**src/rtl/pts_pkg.sv**
```systemverilog
`timescale 1ns / 1ps
// ----------------------------------------------------------------------------
// pts_pkg: types and constants of the period to speed filter
// Payload structs, register indexes, widths and the sequencer states.
// ----------------------------------------------------------------------------
package pts_pkg;

	// Filter and field widths
	localparam int FILTER_SHIFT = 8;
	localparam int ACC_W        = 32;
	localparam int SHIFTED_W    = ACC_W - FILTER_SHIFT;
	localparam int PERIOD_W     = 16;
	localparam int SPEED_W      = 10;
	localparam int SLEW_W       = 16;
	localparam int SCALE_W      = 22;
	localparam int CFG_IDX_W    = 2;

	// Divider: one quotient bit per step
	localparam int DIV_STEPS = SCALE_W;
	localparam int CNT_W     = $clog2(DIV_STEPS);

	// Register reset values
	localparam logic [SCALE_W-1:0] SCALE_RESET = SCALE_W'(1874572);
	localparam logic [SPEED_W-1:0] LIMIT_RESET = SPEED_W'(540);

	// Register indexes
	localparam logic [CFG_IDX_W-1:0] REG_SPEED_SCALE = CFG_IDX_W'(0);
	localparam logic [CFG_IDX_W-1:0] REG_SPEED_LIMIT = CFG_IDX_W'(1);

	typedef struct packed {
		logic [PERIOD_W-1:0] pulse_period;
		logic                no_pulse;
		logic                clear_peak;
	} pts_in_t;

	typedef struct packed {
		logic [SPEED_W-1:0] speed_out;
		logic [SPEED_W-1:0] peak_out;
	} pts_out_t;

	typedef enum logic [2:0] {
		ST_IDLE,
		ST_DIVIDE,
		ST_SLEW,
		ST_ACCUM,
		ST_SHOW
	} pts_state_t;

endpackage

```
**src/rtl/period_to_speed_filter.sv**
```systemverilog
`timescale 1ns / 1ps
// ----------------------------------------------------------------------------
// period_to_speed_filter: pulse period to filtered gauge speed
// Divides the speed scale by the pulse period, slew-limits and low-pass
// filters the result, clamps it and tracks its peak.
// ----------------------------------------------------------------------------
// Each accepted item runs through the restoring divider, one step per cycle
// for the 22 quotient bits of speed_scale / pulse_period, then through the
// slew step, the accumulator update and the clamp with peak tracking, whose
// result is registered. The block then returns to idle; it takes no new item
// before it is through with the last one. in_ready is high only
// while the block is idle; a result waits in the output register, and the
// next item is accepted while it waits. If that earlier result is still
// waiting when the next one reaches the clamp step, the clamp step holds
// until the output register is taken. Configuration writes are always taken
// (cfg_ready is tied high); an index outside the register list is ignored.
// ----------------------------------------------------------------------------
module period_to_speed_filter (
	input  logic                           clk,
	input  logic                           arst_n,
	input  logic                           in_valid,
	output logic                           in_ready,
	input  pts_pkg::pts_in_t               in_data,
	output logic                           out_valid,
	input  logic                           out_ready,
	output pts_pkg::pts_out_t              out_data,
	input  logic                           cfg_valid,
	output logic                           cfg_ready,
	input  logic [pts_pkg::CFG_IDX_W-1:0]  cfg_index,
	input  logic [pts_pkg::SCALE_W-1:0]    cfg_data
);
	import pts_pkg::*;

	pts_state_t state_q, state_d;

	// Configuration registers
	logic [SCALE_W-1:0] scale_q;
	logic [SPEED_W-1:0] limit_q;

	// Filter state
	logic [SLEW_W-1:0]  slew_q;
	logic [ACC_W-1:0]   acc_q;
	logic [SPEED_W-1:0] shown_q;
	logic [SPEED_W-1:0] peak_q;

	// Divider working registers
	logic [PERIOD_W-1:0] div_q;
	logic [PERIOD_W-1:0] rem_q;
	logic [SCALE_W-1:0]  quo_q;
	logic [CNT_W-1:0]    cnt_q;
	logic                zero_q;
	logic                clear_q;

	// Output register
	logic     out_valid_q;
	pts_out_t out_data_q;

	// Sequencer controls
	logic accept;
	logic div_last;
	logic commit;
	logic do_div;
	logic do_slew;
	logic do_accum;

	// Datapath signals
	logic [PERIOD_W:0]   trial;
	logic [PERIOD_W:0]   diff;
	logic                ge;
	logic [SLEW_W-1:0]   raw;
	logic [SLEW_W-1:0]   slew_d;
	logic [SHIFTED_W-1:0] shifted;
	logic [SPEED_W-1:0]  shown_d;
	logic [SPEED_W-1:0]  peak_base;
	logic [SPEED_W-1:0]  peak_d;

	assign accept    = in_valid && in_ready;
	assign div_last  = (cnt_q == CNT_W'(DIV_STEPS - 1));
	assign cfg_ready = 1'b1;
	assign out_valid = out_valid_q;
	assign out_data  = out_data_q;

	// Next state
	always_comb begin
		state_d = state_q;
		case (state_q)
			ST_IDLE:   if (in_valid) state_d = ST_DIVIDE;
			ST_DIVIDE: if (div_last) state_d = ST_SLEW;
			ST_SLEW:   state_d = ST_ACCUM;
			ST_ACCUM:  state_d = ST_SHOW;
			ST_SHOW:   if (!out_valid_q || out_ready) state_d = ST_IDLE;
			default:   state_d = ST_IDLE;
		endcase
	end

	// Sequencer outputs
	always_comb begin
		in_ready = 1'b0;
		do_div   = 1'b0;
		do_slew  = 1'b0;
		do_accum = 1'b0;
		commit   = 1'b0;
		case (state_q)
			ST_IDLE:   in_ready = 1'b1;
			ST_DIVIDE: do_div = 1'b1;
			ST_SLEW:   do_slew = 1'b1;
			ST_ACCUM:  do_accum = 1'b1;
			ST_SHOW:   commit = !out_valid_q || out_ready;
			default:   in_ready = 1'b0;
		endcase
	end

	// Restoring divider step
	always_comb begin
		trial = {rem_q, quo_q[SCALE_W-1]};
		ge    = (trial >= {1'b0, div_q});
		diff  = trial - {1'b0, div_q};
	end

	// Raw speed with saturation, then one slew step
	always_comb begin
		if (zero_q) begin
			raw = '0;
		end else if (|quo_q[SCALE_W-1:SLEW_W]) begin
			raw = '1;
		end else begin
			raw = quo_q[SLEW_W-1:0];
		end
		if (raw > slew_q) begin
			slew_d = slew_q + SLEW_W'(1);
		end else if (raw < slew_q) begin
			slew_d = slew_q - SLEW_W'(1);
		end else begin
			slew_d = slew_q;
		end
	end

	// Clamp and peak
	always_comb begin
		shifted = acc_q[ACC_W-1:FILTER_SHIFT];
		if (shifted > SHIFTED_W'(limit_q)) begin
			shown_d = limit_q;
		end else begin
			shown_d = shifted[SPEED_W-1:0];
		end
		peak_base = clear_q ? '0 : peak_q;
		peak_d    = (shown_d > peak_base) ? shown_d : peak_base;
	end

	// Control and filter state
	always_ff @(posedge clk or negedge arst_n) begin
		if (!arst_n) begin
			state_q     <= ST_IDLE;
			cnt_q       <= '0;
			out_valid_q <= 1'b0;
			scale_q     <= SCALE_RESET;
			limit_q     <= LIMIT_RESET;
			slew_q      <= '0;
			acc_q       <= '0;
			shown_q     <= '0;
			peak_q      <= '0;
		end else begin
			state_q <= state_d;
			if (accept) begin
				cnt_q <= '0;
			end else if (do_div) begin
				cnt_q <= cnt_q + CNT_W'(1);
			end
			if (cfg_valid && cfg_ready) begin
				case (cfg_index)
					REG_SPEED_SCALE: scale_q <= cfg_data;
					REG_SPEED_LIMIT: limit_q <= cfg_data[SPEED_W-1:0];
					default:         ;
				endcase
			end
			if (do_slew) begin
				slew_q <= slew_d;
			end
			if (do_accum) begin
				acc_q <= acc_q + ACC_W'(slew_q) - ACC_W'(shown_q);
			end
			if (commit) begin
				shown_q     <= shown_d;
				peak_q      <= peak_d;
				out_valid_q <= 1'b1;
			end else if (out_ready) begin
				out_valid_q <= 1'b0;
			end
		end
	end

	// Divider and output payload
	always_ff @(posedge clk) begin
		if (accept) begin
			div_q   <= in_data.pulse_period;
			rem_q   <= '0;
			quo_q   <= scale_q;
			zero_q  <= in_data.no_pulse || (in_data.pulse_period == '0);
			clear_q <= in_data.clear_peak;
		end else if (do_div) begin
			rem_q <= ge ? diff[PERIOD_W-1:0] : trial[PERIOD_W-1:0];
			quo_q <= {quo_q[SCALE_W-2:0], ge};
		end
		if (commit) begin
			out_data_q.speed_out <= shown_d;
			out_data_q.peak_out  <= peak_d;
		end
	end

	// An accepted item starts the divider at its first step
	a_div_start: assert property (@(posedge clk) disable iff (!arst_n)
		accept |=> (state_q == ST_DIVIDE) && (cnt_q == '0))
		else $error("divider did not start after accept");

	// The step counter stays within the quotient width
	a_cnt_range: assert property (@(posedge clk) disable iff (!arst_n)
		(state_q == ST_DIVIDE) |-> (cnt_q <= CNT_W'(DIV_STEPS - 1)))
		else $error("divider step count out of range");

	// The slew value moves at most one step per item
	a_slew_step: assert property (@(posedge clk) disable iff (!arst_n)
		(state_q == ST_SLEW) |=> ((slew_q == $past(slew_q)) ||
			(slew_q == $past(slew_q) + SLEW_W'(1)) ||
			(slew_q == $past(slew_q) - SLEW_W'(1))))
		else $error("slew step larger than one");

	// The peak shown never lies below the speed shown with it
	a_peak_ge: assert property (@(posedge clk) disable iff (!arst_n)
		out_valid_q |-> (out_data_q.peak_out >= out_data_q.speed_out))
		else $error("peak below shown speed");

	// A result is only written while the output register is free or drains
	a_no_overwrite: assert property (@(posedge clk) disable iff (!arst_n)
		(out_valid_q && !out_ready) |=> $stable(out_data_q))
		else $error("pending result overwritten");

endmodule
```
**config.mk**
```make
export PLATFORM = sky130hd
export DESIGN_NAME = period_to_speed_filter
export DESIGN_NICKNAME = d
export VERILOG_FILES = /design/src/rtl/pts_pkg.sv /design/src/rtl/period_to_speed_filter.sv
export SDC_FILE = /design/constraint.sdc
export NUM_CORES = 1
export LEC_CHECK = 0
export BUFFER_PORTS_ARGS = -buffer_cell sky130_fd_sc_hd__buf_2
export CAP_MARGIN = 30
export CORE_AREA = 2 2 158 160
export CTS_CLUSTER_DIAMETER = 30
export DETAILED_ROUTE_END_ITERATION = 10
export DIE_AREA = 0 0 160 162
export PLACE_DENSITY_LB_ADDON = 0.08
export SETUP_SLACK_MARGIN = 0.4
export SLEW_MARGIN = 10
export SYNTH_ARGS = -nofsm -noshare
export SYNTH_HDL_FRONTEND = slang
export SYNTH_SLANG_ARGS = --single-unit
```
**constraint.sdc**
```tcl
create_clock -name clk -period 8.7 [get_ports clk]
set_input_delay 1.74 -clock clk [delete_from_list [all_inputs] [get_ports clk]]
set_output_delay 1.74 -clock clk [all_outputs]
set_load 0.005 [all_outputs]
```
## Word-level counts from Yosys, hierarchy flattened

Index checks and enable logic that the tools add are counted.

- Register bits after elaboration: 185
- Bits of input ports: 47

- Add/sub/neg operators: 6
- Reduce and logical (&&, ||, !) cells: 15
- $lt $le $gt $ge: 5
- Mux-type cells: 23
- Equal/unequal tests: 9

Operators with widths:

| kind | count |
|---|---|
| 2-to-1 mux 16 bit | 5 |
| 2-to-1 mux 22 bit | 2 |
| adder 32 x 16 -> 32 bit | 1 |
| subtractor 32 x 10 -> 32 bit | 1 |
| 2-to-1 mux 10 bit | 3 |
| greater-than comparator 24 x 10 -> 1 bit | 1 |
| >= comparator 17 x 16 -> 1 bit | 1 |
| adder 16 x 1 -> 16 bit (second input constant) | 1 |
| greater-than comparator 16 bit | 1 |
| logical NOT 16 bit | 1 |
| less-than comparator 16 bit | 1 |
| subtractor 16 x 1 -> 16 bit (second input constant) | 1 |
| subtractor 16 bit | 1 |
| one-hot mux 3 bit (5 select lines) | 1 |
| greater-than comparator 10 bit | 1 |
| 2-to-1 mux 5 bit | 2 |
| 2-to-1 mux 3 bit | 3 |
| 2-to-1 mux 1 bit | 7 |
| equality test 3 x 2 -> 1 bit (second input constant) | 2 |
| inequality test 2 bit (second input constant) | 3 |
| AND reduction 2 bit | 3 |
| nonzero test 2 bit | 3 |
| OR reduction 6 bit | 1 |
| adder 5 x 1 -> 5 bit (second input constant) | 1 |
| other kinds (10) | 11 |

## Logic depth before layout (Yosys ltp)

- Word-level depth: 6
- Depth in mapped cells: 23
- Mapped depth without buffers: 22

## Worst setup path after synthesis

No wires, ideal clock.

- Path type: reg-to-reg
- Start point: register quo_q[18]
- End point: register slew_q[15]
- Arrival: 4.417 ns
- Setup slack: 4.160 ns
- Period minus slack after synthesis: 4.540 ns
- Library setup time: 0.123 ns
- Path buffers: 1
- Stages on the path, launching flop included: 22
- Data required time: 8.577 ns
- Path through: edfxtp_1 -> nor4_1 -> nand2_1 -> clkbuf_1 -> nor2_1 -> nor2_1 -> ha_1 -> nand4_1 -> or3_1 -> o221a_2 -> nor2_1 -> inv_1 -> ha_1 -> a211oi_1 -> nor2_1 -> a31oi_1 -> nor4b_1 -> o41ai_2 -> a31o_1 -> mux2i_1 -> nor2_1 -> xnor2_1

- Longest elaborated chain between the ends: 6
- Elaborated cells on any way between the ends: 8
- Classes of those cells: order compare: 2; mux: 3; reduce/logical: 3

Ends and longest elaborated chain:

| what | RTL line | RTL |
|---|---|---|
| start: declaration | period_to_speed_filter.sv:49 | `logic [SCALE_W-1:0] quo_q;` |
| start signal: assignment | period_to_speed_filter.sv:197 | `quo_q <= scale_q;` |
| start signal: assignment | period_to_speed_filter.sv:202 | `quo_q <= {quo_q[SCALE_W-2:0], ge};` |
| OR reduction 6 bit (*) | period_to_speed_filter.sv:124 | `end else if (\|quo_q[SCALE_W-1:SLEW_W]) begin` |
| 2-to-1 mux 16 bit (*) | period_to_speed_filter.sv:124 |  |
| 2-to-1 mux 16 bit (*) | period_to_speed_filter.sv:122 | `if (zero_q) begin` |
| greater-than comparator 16 bit or less-than comparator 16 bit (tied branches) | period_to_speed_filter.sv:129, period_to_speed_filter.sv:131 |  |
| nonzero test 2 bit (no line) | n/a |  |
| AND reduction 2 bit (no line) | n/a |  |
| end signal: assignment | period_to_speed_filter.sv:177 | `slew_q <= slew_d;` |
| end: declaration | period_to_speed_filter.sv:41 | `logic [SLEW_W-1:0] slew_q;` |

Every way passes the cells marked *; elsewhere a longest branch is shown, timed or not.
A chain may end at the register's enable or synchronous reset.

## Worst setup path after layout

Ends and elaborated chain as after synthesis.

==> flow_summary_export.csv <==
group,metric,value,unit
clock_tree,cts_tree,"yes",
drt,via_count,8820,
setup_path,cp_data_required_time,9.01,ns
power_and_ir_drop,power-per-cell-area,433,nW/um^2
drt,drt-total-wl,26000,um
logic_synthesis,yosysTopAreaCell,"dfrtp_1",
sta,post-route-period-util,0.607,
setup_path,path_class,"flip-flop to flip-flop",
floorplanning,design.die.area,25900,um^2
logic_synthesis,synth-main-ff-cell,"dfrtp_1",
status,status,"finished, final reports clean",
clock_tree,cts_buffers,17,
sta,fmax,189,MHz
clock_tree,cts_resized,0,
min_path,hold_class,"flip-flop to flip-flop",
sta,slew_violations,0,
logic_synthesis,syn_nets,1449,
min_path,hold_start,"rem_q[5]",
power_and_ir_drop,p_leak,6.14,nW
drt,wire_per_inst,15.5,um
final_layout,finalNetCount,1512,
logic_synthesis,ys_async_sr_fraction,0.589,
logic_synthesis,synth-edff-count,60,
final_layout,drive_gt1_frac,0.127,
job,cap_violations,0,
drt,avgViaCountPerCell,5.27,
global_routing,grtUsageMet2,0.357,
drt,drtIter0Drc,431,
clock_tree,clk_latency,0.43,ns
global_routing,grt_pass1_vias,8653,
setup_path,r2r_start,"quo_q[18]",
sta,rsz0062_at_grt,"no",
sta,maxSlewHeadroom,0.406,
drt,ant_nets,0,
clock_tree,htreeDepth,4,
logic_synthesis,ys_warn_count,0,
setup_path,reg2reg_setup_slack,3.42,ns
place,placed_cell_area,12600,um^2
logic_synthesis,netlist-cell-type-count,66,
setup_path,cp_max_fo,16,
drt,drc,0,
sta,worst_pin_slew,0.889,ns
final_layout,final_util,0.548,
final_layout,n_antenna_cell,0,
floorplanning,die_w,160,um
global_routing,grt_pass1_wl,43200,um
place,dp_cells,1640,
final_layout,area_growth,10.9,%
setup_path,cp-start-kind,"flip-flop",
logic_synthesis,yosysTopAreaCellShare,0.200,
logic_synthesis,yosysSeqAreaShare,0.409,
logic_synthesis,postSynthCellCount,1274,
final_layout,stdcell_count,1674,
global_routing,grt_antenna_before_repair,2,
logic_synthesis,synth_seq_cells,185,
sta,hold_viol,0,
clock_tree,postCtsSetupRepairBufs,0,
place,dpl.hpwl,19400,um
floorplanning,start_util,0.494,
logic_synthesis,netlist_area,11900,um^2
global_routing,gr-usage-met1,0.274,
clock_tree,ctsHoldBuffers,0,
place,port_buffers,68,
setup_path,worst_setup_path_end_kind,"flip-flop",
floorplanning,die_height,162,um
drt,first_pass_iters,5,
setup_path,arrival,5.59,ns
global_routing,grt.met3_usage,0.0314,
final_layout,nFillCells,2273,
global_routing,grt_start_max_net_pins,69,
logic_synthesis,synth.area.top_cells,"dfrtp_1 (20%), edfxtp_1 (15%), ha_1 (12%), nand2_1 (5.7%), inv_1 (4.3%)",
global_routing,grt_usage,0.207,
clock_tree,clk_pin_slew_worst_paths,0.08,ns
final_layout,final_area,13200,um^2
setup_path,cp-startpoint,"quo_q[18]",
clock_tree,cts-root-buf,"clkbuf_16",
power_and_ir_drop,ir_drop,238,uV
sta,clock_skew,0.0221,ns
sta,fin_crit,5.28,ns
floorplanning,num_rows,57,
floorplanning,core,24100,um^2
global_routing,grt-ovfl-total,0,
logic_synthesis,avgSynthCellArea,9.35,um^2
clock_tree,clock-sinks,185,
floorplanning,ios,70,
clock_tree,cts.path.max_buffers,2,
sta,tns,0,ns
global_routing,globalRoute.busiestLayer,"met2",
sta,finalSetupViolCount,0,
place,gp_congestion,0.837,
-- worst paths after layout --
check | cells past startpoint | end
worst max register to register | 20 | slew_q[15]
min in group asynchronous | 1 | peak_q[5]
worst max-delay path | 20 | slew_q[15]
max in group asynchronous | 3 | limit_q[2]
worst min register to register | 2 | rem_q[5]
worst min-delay path | 2 | rem_q[5]
-- layout by cell type (no fill, tap or decap), drive strengths merged, types with 15 or more instances in the layout --
master	n
nor2	87
nand2b	24
mux2i	39
nor3	17
buf	78
dfxtp	16
mux2	35
xnor2	30
dfrtp	95
inv	144
a21o	31
a21oi	71
xor2	26
nand2	181
clkbuf	17
nand3	15
edfxtp	60
ha	116
o21ai	111
-- Yosys cell counts, types with 10 or more instances --
master and instances:
ha_1 116, nand2_1 181, nand2b_1 24, nor2b_1 11
clkbuf_1 28, xor2_1 26, mux2_2 33, mux2i_1 39
dfstp_2 14, nor4_1 10, inv_1 138, edfxtp_1 60
a21oi_1 71, nor3_1 17, a31oi_1 11, nor2_1 87
nand4_1 13, xnor2_1 30, dfrtp_1 95, nand3_1 15
a21o_1 31, fa_1 12, dfxtp_1 16, o21ai_1 47
o21ai_0 63
-- layer usage --
metal / wire (um) / up-vias / share of wire
met5: 13 / - / 0.00050
met4: 425 / 2 / 0.016
met3: 832 / 30 / 0.032
met2: 12500 / 128 / 0.48
met1: 12200 / 4147 / 0.47
li1: - / 4513 / -
-- area by class of cell --
type / instances / area (um^2) / area share
inverters: 139 / 522 / 0.0395
multi-input cells: 916 / 6380 / 0.483
clock buffers: 17 / 425 / 0.0322
repair buffers: 78 / 453 / 0.0343
clock inverters: 15 / 160 / 0.0121
well taps: 324 / 405 / 0.0307
flip-flops and latches: 185 / 4870 / 0.368
-- power breakdown --
part | switching, mW | internal (mW) | total [mW]
Combinational | 2.06 | 1.52 | 3.58
Clock | 0.385 | 0.384 | 0.769
Sequential | 0.171 | 1.20 | 1.38
Total | 2.61 | 3.11 | 5.72
-- through the flow --
stage | setup slack, ns | power [mW] | hold WS, ns
floorplan | 4.16 | 4.17 | 0.445
global placement | 3.63 | 4.91 | 0.459
detailed placement | 3.55 | 4.93 | 0.466
CTS | 3.47 | 5.74 | 0.479
global route | 2.88 | 6.26 | 0.495
finish | 3.42 | 5.72 | 0.475
-- state kept, by name, summed over array words and instances, names as in the netlist --
signal,count
acc_q,32
clear_q,1
cnt_q,5
div_q,16
limit_q,10
out_data,20
out_valid,1
peak_q,10
quo_q,22
rem_q,16
scale_q,22
shown_q,10
slew_q,16
state_q,3
zero_q,1
-- critical path, stage by stage, from the launching register on --
cell	delay [ns]
edfxtp_1	0.41
nor4_1	0.34
nand2_1	0.39
nor2_1	0.20
nor2_1	0.06
ha_1	0.32
nand4_1	0.15
or3_1	0.39
o221a_2	0.25
nor2_1	0.20
inv_1	0.31
ha_1	0.40
a211oi_1	0.20
nor2_1	0.11
a31oi_1	0.23
nor4b_1	0.41
o41ai_2	0.17
a31o_1	0.26
mux2i_1	0.15
nor2_1	0.06
xnor2_1	0.12
-- cells by family (layout without fill, tap and decap cells) --
logic type / after synthesis / in the layout / share of synthesized area
xor+xnor: 56 / 56 / 0.0412
fa+ha+maj: 128 / 128 / 0.142
mux: 74 / 74 / 0.0658
simple gates: 381 / 381 / 0.143
other cells: 1 / 1 / 0.000315
flops: 185 / 185 / 0.409
compound gates: 276 / 276 / 0.142
buf+inv: 173 / 249 / 0.0567
Power figures use the tool's default switching activity.
